File: config.mk
export PLATFORM = sky130hd
export DESIGN_NAME = integer_literal_parser
export DESIGN_NICKNAME = d
export VERILOG_FILES = /design/src/rtl/ilp_pkg.sv /design/src/rtl/ilp_scan.sv /design/src/rtl/ilp_check.sv /design/src/rtl/integer_literal_parser.sv
export VERILOG_INCLUDE_DIRS = /design/src /design/src/rtl
export SDC_FILE = /design/constraint.sdc
export NUM_CORES = 1
export LEC_CHECK = 0
export BUFFER_PORTS_ARGS = -buffer_cell sky130_fd_sc_hd__buf_4
export CAP_MARGIN = 10
export CORE_ASPECT_RATIO = 1.5
export CORE_MARGIN = 5
export CORE_UTILIZATION = 64
export CTS_CLUSTER_DIAMETER = 60
export CTS_CLUSTER_SIZE = 24
export DETAILED_ROUTE_END_ITERATION = 10
export GPL_TIMING_DRIVEN = 1
export PLACE_DENSITY = 0.86
export SLEW_MARGIN = 10
export SYNTH_ARGS = -nofsm -noshare
export SYNTH_HDL_FRONTEND = slang
export SYNTH_SLANG_ARGS = --single-unit
File: constraint.sdc
create_clock -name clk -period 9.2 [get_ports clk]
set_clock_uncertainty 0.15 [all_clocks]
set_input_delay 1.84 -clock clk [delete_from_list [all_inputs] [get_ports clk]]
set_output_delay 1.84 -clock clk [all_outputs]
set_load 0.05 [all_outputs]
File: src/rtl/assert_macros.svh
// Assertion helpers shared by the parser modules.
// Both expect a clock named clk and an active-high reset named rst in scope.
`ifndef ASSERT_MACROS_SVH
`define ASSERT_MACROS_SVH

// Same-cycle property, ignored while reset is asserted.
`define ILP_ASSERT(lbl, prop, msg) \
  lbl: assert property (@(posedge clk) disable iff (rst) prop) else $error(msg);

// Condition in one cycle implies a condition in the next cycle.
`define ILP_ASSERT_NEXT(lbl, pre, post, msg) \
  lbl: assert property (@(posedge clk) disable iff (rst) (pre) |=> (post)) else $error(msg);

`endif

File: src/rtl/ilp_pkg.sv
`default_nettype none

package ilp_pkg;

  // Result type codes
  localparam logic [3:0] TC_NONE  = 4'd0;
  localparam logic [3:0] TC_I8    = 4'd1;
  localparam logic [3:0] TC_I16   = 4'd2;
  localparam logic [3:0] TC_I32   = 4'd3;
  localparam logic [3:0] TC_I64   = 4'd4;
  localparam logic [3:0] TC_U8    = 4'd5;
  localparam logic [3:0] TC_U16   = 4'd6;
  localparam logic [3:0] TC_U32   = 4'd7;
  localparam logic [3:0] TC_U64   = 4'd8;
  localparam logic [3:0] TC_ISIZE = 4'd9;
  localparam logic [3:0] TC_USIZE = 4'd10;
  localparam logic [3:0] TC_MAX   = TC_USIZE;

  // Literal state at its last character, handed to the range check.
  typedef struct packed {
    logic        ok;        // syntax, digits, overflow, suffix and forced code all fine
    logic [3:0]  sfx_type;  // type named by the suffix, TC_NONE if none
    logic [3:0]  held;      // forced type sampled on the first character
    logic        neg;
    logic [63:0] mag;
  } ilp_snap_t;

endpackage

`default_nettype wire

File: src/rtl/ilp_scan.sv
`default_nettype none
`include "assert_macros.svh"

// Character scanner: per-literal state and its one-character update.
module ilp_scan import ilp_pkg::*; (
  input  logic       clk,
  input  logic       rst,
  input  logic       adv,
  input  logic [7:0] ch,
  input  logic       last,
  input  logic [3:0] forced,
  output ilp_snap_t  snap
);

  typedef enum logic [2:0] {
    PH_START, PH_SIGN, PH_ZERO, PH_DIGITS, PH_SUF_I, PH_SUF_U
  } phase_t;

  typedef enum logic [3:0] {
    SF_NONE, SF_LETTER, SF_1, SF_3, SF_6, SF_8, SF_16, SF_32, SF_64,
    SF_S, SF_SI, SF_SIZ, SF_SZ, SF_SIZE, SF_BAD
  } sfx_t;

  typedef enum logic [1:0] {RX_DEC, RX_HEX, RX_BIN, RX_OCT} radix_t;

  localparam logic [7:0] CH_MINUS = 8'h2D;
  localparam logic [7:0] CH_0     = 8'h30;
  localparam logic [7:0] CH_1     = 8'h31;
  localparam logic [7:0] CH_2     = 8'h32;
  localparam logic [7:0] CH_3     = 8'h33;
  localparam logic [7:0] CH_4     = 8'h34;
  localparam logic [7:0] CH_6     = 8'h36;
  localparam logic [7:0] CH_8     = 8'h38;
  localparam logic [7:0] CH_9     = 8'h39;
  localparam logic [7:0] CH_UA    = 8'h41;
  localparam logic [7:0] CH_UB    = 8'h42;
  localparam logic [7:0] CH_UF    = 8'h46;
  localparam logic [7:0] CH_UO    = 8'h4F;
  localparam logic [7:0] CH_UX    = 8'h58;
  localparam logic [7:0] CH_LA    = 8'h61;
  localparam logic [7:0] CH_LB    = 8'h62;
  localparam logic [7:0] CH_LE    = 8'h65;
  localparam logic [7:0] CH_LF    = 8'h66;
  localparam logic [7:0] CH_LI    = 8'h69;
  localparam logic [7:0] CH_LO    = 8'h6F;
  localparam logic [7:0] CH_LS    = 8'h73;
  localparam logic [7:0] CH_LU    = 8'h75;
  localparam logic [7:0] CH_LX    = 8'h78;
  localparam logic [7:0] CH_LZ    = 8'h7A;

  function automatic sfx_t sfx_step(input sfx_t s, input logic [7:0] c);
    sfx_t r;
    r = SF_BAD;
    case (s)
      SF_LETTER: begin
        if (c == CH_1)      r = SF_1;
        else if (c == CH_3) r = SF_3;
        else if (c == CH_6) r = SF_6;
        else if (c == CH_8) r = SF_8;
        else if (c == CH_LS) r = SF_S;
      end
      SF_1:   if (c == CH_6) r = SF_16;
      SF_3:   if (c == CH_2) r = SF_32;
      SF_6:   if (c == CH_4) r = SF_64;
      SF_S: begin
        if (c == CH_LI)      r = SF_SI;
        else if (c == CH_LZ) r = SF_SZ;
      end
      SF_SI:  if (c == CH_LZ) r = SF_SIZ;
      SF_SIZ: if (c == CH_LE) r = SF_SIZE;
      default: r = SF_BAD;
    endcase
    return r;
  endfunction

  phase_t      phase, phase_next;
  radix_t      radix, radix_next;
  logic [63:0] mag, mag_next;
  logic        ovf, ovf_next;
  logic        neg, neg_next;
  logic        dseen, dseen_next;
  sfx_t        sfx, sfx_next;
  logic [3:0]  held, held_next;
  logic        serr, serr_next;

  logic [4:0]  dval;
  logic        dig_ok;
  logic [67:0] shifted;
  logic [67:0] prod;
  logic        take;
  logic        do_digits;

  // digit value, 16 for a non-digit
  always_comb begin
    if (ch >= CH_0 && ch <= CH_9) begin
      dval = {1'b0, ch[3:0]};
    end else if ((ch >= CH_LA && ch <= CH_LF) || (ch >= CH_UA && ch <= CH_UF)) begin
      dval = {1'b0, ch[3:0]} + 5'd9;
    end else begin
      dval = 5'd16;
    end
  end

  // one shift-add step of the accumulator; 68 bits expose overflow
  always_comb begin
    case (radix)
      RX_DEC: begin
        shifted = {1'b0, mag, 3'b000} + {3'b000, mag, 1'b0};
        dig_ok  = dval < 5'd10;
      end
      RX_HEX: begin
        shifted = {mag, 4'b0000};
        dig_ok  = dval < 5'd16;
      end
      RX_BIN: begin
        shifted = {3'b000, mag, 1'b0};
        dig_ok  = dval < 5'd2;
      end
      RX_OCT: begin
        shifted = {1'b0, mag, 3'b000};
        dig_ok  = dval < 5'd8;
      end
      default: begin
        shifted = '0;
        dig_ok  = 1'b0;
      end
    endcase
    prod = shifted + {63'd0, dval};
  end

  always_comb begin
    phase_next = phase;
    radix_next = radix;
    mag_next   = mag;
    ovf_next   = ovf;
    neg_next   = neg;
    dseen_next = dseen;
    sfx_next   = sfx;
    held_next  = (phase == PH_START) ? forced : held;
    serr_next  = serr;
    take       = 1'b0;
    do_digits  = 1'b0;

    case (phase)
      PH_START, PH_SIGN: begin
        if (phase == PH_START && ch == CH_MINUS) begin
          neg_next   = 1'b1;
          phase_next = PH_SIGN;
        end else if (ch == CH_0) begin
          take       = 1'b1;
          phase_next = PH_ZERO;
        end else if (ch >= CH_1 && ch <= CH_9) begin
          take       = 1'b1;
          phase_next = PH_DIGITS;
        end else begin
          serr_next = 1'b1;
        end
      end
      PH_ZERO: begin
        if (ch == CH_LX || ch == CH_UX) begin
          radix_next = RX_HEX;
        end else if (ch == CH_LB || ch == CH_UB) begin
          radix_next = RX_BIN;
        end else if (ch == CH_LO || ch == CH_UO) begin
          radix_next = RX_OCT;
        end else begin
          do_digits = 1'b1;
        end
        if (!do_digits) begin
          mag_next   = '0;
          dseen_next = 1'b0;
          phase_next = PH_DIGITS;
        end
      end
      PH_DIGITS: do_digits = 1'b1;
      PH_SUF_I, PH_SUF_U: sfx_next = sfx_step(sfx, ch);
      default: serr_next = 1'b1;
    endcase

    if (do_digits) begin
      if (dig_ok) begin
        take       = 1'b1;
        phase_next = PH_DIGITS;
      end else if ((ch == CH_LI || ch == CH_LU) && dseen) begin
        phase_next = (ch == CH_LI) ? PH_SUF_I : PH_SUF_U;
        sfx_next   = SF_LETTER;
      end else begin
        serr_next = 1'b1;
      end
    end

    if (take) begin
      mag_next   = prod[63:0];
      ovf_next   = ovf | (|prod[67:64]);
      dseen_next = 1'b1;
    end
  end

  // suffix decode on the updated state
  logic       is_suf;
  logic       is_i;
  logic [3:0] st;

  always_comb begin
    is_suf = (phase_next == PH_SUF_I) || (phase_next == PH_SUF_U);
    is_i   = (phase_next == PH_SUF_I);
    st     = TC_NONE;
    if (is_suf) begin
      case (sfx_next)
        SF_LETTER, SF_32: st = is_i ? TC_I32 : TC_U32;
        SF_8:             st = is_i ? TC_I8 : TC_U8;
        SF_16:            st = is_i ? TC_I16 : TC_U16;
        SF_64:            st = is_i ? TC_I64 : TC_U64;
        SF_SZ, SF_SIZE:   st = is_i ? TC_ISIZE : TC_USIZE;
        default:          st = TC_NONE;
      endcase
    end
    snap.ok       = !serr_next && dseen_next && !ovf_next && !(is_suf && st == TC_NONE)
                    && (held_next <= TC_MAX);
    snap.sfx_type = st;
    snap.held     = held_next;
    snap.neg      = neg_next;
    snap.mag      = mag_next;
  end

  always_ff @(posedge clk) begin
    if (rst || (adv && last)) begin
      phase <= PH_START;
      radix <= RX_DEC;
      mag   <= '0;
      ovf   <= 1'b0;
      neg   <= 1'b0;
      dseen <= 1'b0;
      sfx   <= SF_NONE;
      held  <= TC_NONE;
      serr  <= 1'b0;
    end else if (adv) begin
      phase <= phase_next;
      radix <= radix_next;
      mag   <= mag_next;
      ovf   <= ovf_next;
      neg   <= neg_next;
      dseen <= dseen_next;
      sfx   <= sfx_next;
      held  <= held_next;
      serr  <= serr_next;
    end
  end

  `ILP_ASSERT_NEXT(a_rewind, adv && last, phase == PH_START && radix == RX_DEC && !serr && !dseen, "scanner did not rewind after last item")
  `ILP_ASSERT(a_suffix_digits, phase == PH_SUF_I || phase == PH_SUF_U |-> dseen, "suffix entered without digits")

endmodule

`default_nettype wire

File: src/rtl/ilp_check.sv
`default_nettype none

// Type resolution and range check of a finished literal.
module ilp_check import ilp_pkg::*; (
  input  ilp_snap_t   snap,
  output logic        ok,
  output logic [3:0]  tcode,
  output logic [63:0] value
);

  // signed n-bit: positive below 2^(n-1), negative down to -2^(n-1)
  function automatic logic fit_s(input logic [63:0] m, input logic ng, input logic [6:0] n);
    logic hi_zero;
    hi_zero = (m >> (n - 7'd1)) == 64'd0;
    return hi_zero || (ng && (m == (64'd1 << (n - 7'd1))));
  endfunction

  // unsigned n-bit, n below 64
  function automatic logic fit_u(input logic [63:0] m, input logic ng, input logic [6:0] n);
    return !ng && ((m >> n) == 64'd0);
  endfunction

  logic       ok1;
  logic [3:0] t;

  always_comb begin
    ok1 = snap.ok;
    t   = snap.sfx_type;
    if (ok1 && snap.held != TC_NONE) begin
      if (t != TC_NONE && t != snap.held) ok1 = 1'b0;
      t = snap.held;
    end
    if (ok1 && t == TC_NONE) begin
      // no suffix, no forced type: smallest of i32, i64, u64
      if (snap.neg) begin
        if (fit_s(snap.mag, 1'b1, 7'd32))      t = TC_I32;
        else if (fit_s(snap.mag, 1'b1, 7'd64)) t = TC_I64;
        else                                   ok1 = 1'b0;
      end else begin
        if (fit_s(snap.mag, 1'b0, 7'd32))      t = TC_I32;
        else if (fit_s(snap.mag, 1'b0, 7'd64)) t = TC_I64;
        else                                   t = TC_U64;
      end
    end else if (ok1) begin
      case (t)
        TC_I8:              ok1 = fit_s(snap.mag, snap.neg, 7'd8);
        TC_I16:             ok1 = fit_s(snap.mag, snap.neg, 7'd16);
        TC_I32:             ok1 = fit_s(snap.mag, snap.neg, 7'd32);
        TC_I64, TC_ISIZE:   ok1 = fit_s(snap.mag, snap.neg, 7'd64);
        TC_U8:              ok1 = fit_u(snap.mag, snap.neg, 7'd8);
        TC_U16:             ok1 = fit_u(snap.mag, snap.neg, 7'd16);
        TC_U32:             ok1 = fit_u(snap.mag, snap.neg, 7'd32);
        TC_U64, TC_USIZE:   ok1 = !snap.neg;
        default:            ok1 = 1'b0;
      endcase
    end

    ok    = ok1;
    tcode = ok1 ? t : TC_NONE;
    if (!ok1)          value = '0;
    else if (snap.neg) value = 64'd0 - snap.mag;
    else               value = snap.mag;
  end

endmodule

`default_nettype wire

File: src/rtl/integer_literal_parser.sv
// After its last character is accepted, a literal passes the input register, the
// finished-literal register and the result register. Throughput: one character per
// cycle while in_stall is low, set by the scanner loop that holds the shift-add.
// Reset (rst, synchronous, active high) empties all stages and returns the scanner
// to the start of a literal; no clearing pass is needed.
`default_nettype none
`include "assert_macros.svh"

module integer_literal_parser import ilp_pkg::*; (
  input  logic        clk,
  input  logic        rst,
  // character items
  input  logic        in_valid,
  output logic        in_stall,
  input  logic [7:0]  char_code,
  input  logic        last_char,
  input  logic [3:0]  forced_type,
  // result items
  output logic        out_valid,
  input  logic        out_stall,
  output logic        valid_res,
  output logic [3:0]  type_code,
  output logic [63:0] value_bits
);

  // Pipeline:
  //   s1  input register holding one character item
  //   scan  per-literal state, updated as s1 drains
  //   s2  snapshot of a finished literal (only last characters land here)
  //   out result register, driven straight onto the output ports
  // Non-last characters leave s1 without waiting on the downstream stages,
  // so a stalled result never blocks characters of the next literal until
  // that literal's own last character arrives.

  logic       s1_vld;
  logic [7:0] s1_ch;
  logic       s1_last;
  logic [3:0] s1_forced;

  logic       s2_vld;
  ilp_snap_t  s2_snap;

  logic       s3_ready;
  logic       s2_ready;
  logic       s2_adv;
  logic       s2_load;
  logic       s1_adv;
  logic       s1_ready;

  ilp_snap_t   scan_snap;
  logic        chk_ok;
  logic [3:0]  chk_type;
  logic [63:0] chk_value;

  // flow control
  assign s3_ready = !out_valid || !out_stall;
  assign s2_ready = !s2_vld || s3_ready;
  assign s2_adv   = s2_vld && s3_ready;
  assign s1_adv   = s1_vld && (!s1_last || s2_ready);
  assign s2_load  = s1_adv && s1_last;
  assign s1_ready = !s1_vld || s1_adv;
  assign in_stall = !s1_ready;

  // input register
  always_ff @(posedge clk) begin
    if (rst) begin
      s1_vld <= 1'b0;
    end else if (s1_ready) begin
      s1_vld <= in_valid;
    end
    if (s1_ready && in_valid) begin
      s1_ch     <= char_code;
      s1_last   <= last_char;
      s1_forced <= forced_type;
    end
  end

  ilp_scan u_scan (
    .clk    (clk),
    .rst    (rst),
    .adv    (s1_adv),
    .ch     (s1_ch),
    .last   (s1_last),
    .forced (s1_forced),
    .snap   (scan_snap)
  );

  // finished-literal register
  always_ff @(posedge clk) begin
    if (rst) begin
      s2_vld <= 1'b0;
    end else if (s2_ready) begin
      s2_vld <= s2_load;
    end
    if (s2_load) begin
      s2_snap <= scan_snap;
    end
  end

  ilp_check u_check (
    .snap  (s2_snap),
    .ok    (chk_ok),
    .tcode (chk_type),
    .value (chk_value)
  );

  // result register
  always_ff @(posedge clk) begin
    if (rst) begin
      out_valid <= 1'b0;
    end else if (s3_ready) begin
      out_valid <= s2_vld;
    end
    if (s2_adv) begin
      valid_res  <= chk_ok;
      type_code  <= chk_type;
      value_bits <= chk_value;
    end
  end

  `ILP_ASSERT(a_invalid_zero, out_valid && !valid_res |-> type_code == TC_NONE && value_bits == 64'd0, "invalid result carries data")
  `ILP_ASSERT(a_valid_typed, out_valid && valid_res |-> type_code != TC_NONE && type_code <= TC_MAX, "valid result without a type")
  `ILP_ASSERT_NEXT(a_s2_hold, s2_vld && !s3_ready, s2_vld && $stable(s2_snap), "finished literal dropped while output stalled")

endmodule

`default_nettype wire
==> qor.yml <==
route:
  firstDrtPassIters: 6
  drt.antenna.violating_nets: 0
  drc: 0
  drt_wl_total_um: 60400
  post_drt_wl_per_cell_um: 21.2
  dr.first_iter.drc_count: 1969
  vias: 19200
  via_per_inst: 6.74
clock_network:
  cts_tree: "built"
  cts_resized: 0
  cts_hold_buffers: 0
  clock_sinks: 240
  cts_made_buffers: 14
  post_cts.repair.setup_buffers: 0
  cts_root_buf: "clkbuf_16"
  cts.path.max_buffers: 3
  path_clk_slew_ps: 90
  htreeDepth: 1
  clk_latency_ps: 500
sta:
  fmax_mhz: 148
  worst_pin_slew_ps: 1080
  hold_viol_final: 0
  setup_tns_ps: 0
  finalCriticalPeriod_ps: 6740
  rsz0062_at_grt: "false"
  worst_slew_margin_rel: 0.276
  period_share: 0.733
  final_max_slew_viol_count: 0
  finalSetupViolCount: 0
layout:
  antennaDiodeCount: 0
  area_growth_pct: 6.20
  fin_nets: 2535
  design_area_um2: 20600
  drive_gt1_frac: 0.0767
run:
  drv_cap: 0
floorplanning:
  num_rows: 78
  initial_core_util: 0.646
  die_area_um2: 34000
  boundaryPins: 88
  coreArea_um2: 30100
  die_w_um: 152
  die_h_um: 223
synth:
  yosysTopAreaCellShare: 0.241
  synthFlopType: "edfxtp_1"
  ys_async_sr_fraction: 0
  yosysUniqueCellTypes: 91
  syn-cell-area_um2: 19400
  synth_area_per_cell_um2: 7.87
  ys_ff_latch: 240
  yosysSeqAreaShare: 0.328
  synth_nets: 2556
  synth_edf_count: 156
  yosys_warnings: 0
  synth.largest_area_cell: "edfxtp_1"
  synthTopCellsByArea: "edfxtp_1 24%, dfxtp_1 8.7%, nand2_1 6.6%"
  syn_inst: 2465
placement:
  io_buffers: 87
  gp_congestion: 0.996
  post-dp-hpwl_um: 45800
  post_dp_cell_area_um2: 20200
global_route:
  grtUsageTotal: 0.340
  antenna_found_initial: 0
  grt_pass1_wl_um: 95200
  grt_overflow_total: 0
  grt_max_degree: 94
  grt_pass1_vias: 18000
worst_setup_path:
  path_class: "flip-flop to flip-flop"
  crit_path_end_kind: "flip-flop"
  worstPathRequired_ps: 9380
  start_kind: "flip-flop"
  cp_data_arrival_time_ps: 6930
  cp_max_fo: 10
power:
  vdd_drop_max_mv: 0.0857
  p_per_area_nw_per_um2: 98.4
  leakage_nw: 7.00
worst_hold_path:
  hold_path.class: "flip-flop to flip-flop"
run_status:
  status: "finished, final reports clean"
-- routing by layer --
metal / vias to the layer above / GRT usage / part of all wire
li1: 9002 / - / -
met1: 9057 / 0.427 / 0.39
met2: 966 / 0.589 / 0.49
met3: 207 / 0.0347 / 0.073
met4: 0 / 0.156 / 0.052
met5: - / 0 / 0
-- registers in the layout, indices dropped and copies added (netlist names) --
register,flops
u_scan.ovf,1
u_scan.sfx,4
type_code,4
u_scan.held,4
s2_snap,74
u_scan.neg,1
s2_vld,1
s1_ch,8
out_valid,1
u_scan.mag,64
u_scan.dseen,1
s1_forced,4
u_scan.phase,3
value_bits,64
u_scan.serr,1
valid_res,1
s1_vld,1
u_scan.radix,2
s1_last,1
-- worst paths after layout --
| check | endpoint | from | cells past startpoint | slack [ps] |
|---|---|---|---|---|
| worst max-delay path | s2_snap[73]$_DFFE_PP_ | s1_ch[4]$_DFFE_PP_ | 21 | 2460 |
| worst min-delay path | u_scan.neg$_SDFFE_PP0P_ | u_scan.neg$_SDFFE_PP0P_ | 2 | 330 |
| worst max register to register | s2_snap[73]$_DFFE_PP_ | s1_ch[4]$_DFFE_PP_ | 21 | 2460 |
| worst min register to register | u_scan.neg$_SDFFE_PP0P_ | u_scan.neg$_SDFFE_PP0P_ | 2 | 330 |
-- stage by stage --
| step | hold slack [ps] | cells | setup slack, ps | utilization | power, mW |
|---|---|---|---|---|---|
| finish | 329 | 2852 | 2460 | 0.686 | 2.03 |
| CTS | 332 | 2851 | 2530 | 0.685 | 2.03 |
| floorplan | 279 | 2465 | 1580 | - | 1.34 |
| global placement | 295 | 2827 | 2640 | 0.671 | 1.39 |
| global route | 348 | 2852 | 1830 | 0.686 | 2.09 |
| detailed placement | 303 | 2827 | 2580 | 0.671 | 1.39 |
-- report_power, final --
| group | internal [mW] | total (mW) | switching, mW |
|---|---|---|---|
| registers | 1.17 | 1.19 | 0.0255 |
| clock network | 0.308 | 0.657 | 0.349 |
| logic | 0.0548 | 0.178 | 0.123 |
| total | 1.53 | 2.03 | 0.497 |
-- cell families (layout without fill, tap and decap cells) --
| family | Yosys count | count (layout) | synth area share |
|---|---|---|---|
| flip-flops | 240 | 240 | 0.328 |
| AND/OR/NAND/NOR | 1049 | 1049 | 0.258 |
| AO/OA/AOI/OAI | 705 | 705 | 0.223 |
| XOR/XNOR | 157 | 157 | 0.0709 |
| multiplexers | 51 | 51 | 0.0335 |
| adder cells (fa/ha/maj) | 74 | 74 | 0.0485 |
| buffers and inverters | 189 | 176 | 0.0385 |
-- synth_stat cells, types with 9 or more instances --
cell and count:
ha_1 72, nand4_1 49, o21a_1 23, xor2_1 114, nor2b_1 16, o31ai_1 25, inv_1 47, mux2i_1 29
dfxtp_1 84, and3_1 16, o211ai_1 21, nand3_1 95, or2_2 11, buf_1 21, nand2_1 340, xnor2_1 43
or4_1 16, or3_1 37, buf_2 18, and2_1 10, o21ai_0 214, nor3_1 61, edfxtp_1 156, nor4_1 38
a31oi_1 20, mux4_2 10, nand2b_1 37, nor2_1 275, o21bai_1 13, a21o_1 28, a211o_1 9, mux2_2 12
nor3b_1 9, clkbuf_1 100, a211oi_1 31, a21oi_1 217
-- cells in the final DEF (no fill, tap or decap), types with 10 or more instances in the layout --
cell type / instances
buf_4: 104
mux2i_1: 29
nor2b_1: 16
or3_1: 36
xor2_1: 114
nand2_1: 339
edfxtp_1: 156
o21bai_1: 12
nor4_1: 38
mux2_2: 12
a211oi_1: 31
a31oi_1: 20
nand4_1: 49
clkbuf_16: 15
o21ai_0: 213
a21oi_1: 216
or4_1: 16
mux4_2: 10
o21a_1: 23
a21o_1: 28
nand2b_1: 37
ha_1: 72
xnor2_1: 43
nor2_1: 274
nor3_1: 61
nand3_1: 95
and3_1: 15
inv_1: 47
o211ai_1: 21
or2_2: 11
dfxtp_1: 82
o31ai_1: 25
-- cell type report --
cell class	count	area [um^2]
tap	400	500
multi-input combinational	2036	12300
inverter	47	176
timing repair buffer	105	792
clock buffer	20	394
sequential	240	6370
clock inverter	4	31.3
fill	2509	9450
-- worst max-delay path: stages (launching register included) --
cell and delay (ps):
edfxtp_1 520, or3b_2 540, a2111oi_0 420, buf_4 230, a21o_1 110, nand2_1 60, a21bo_2 250, ha_1 140
a21o_1 110, a21oi_1 90, nor2b_1 120, o21ai_0 160, or3_1 460, or3_1 460, or3_1 500, or4b_4 620
nand4b_4 240, nor4_2 690, nand2_1 180, xnor2_1 240, o211ai_1 130, a21oi_1 170
(Power assumes the default switching activity.)
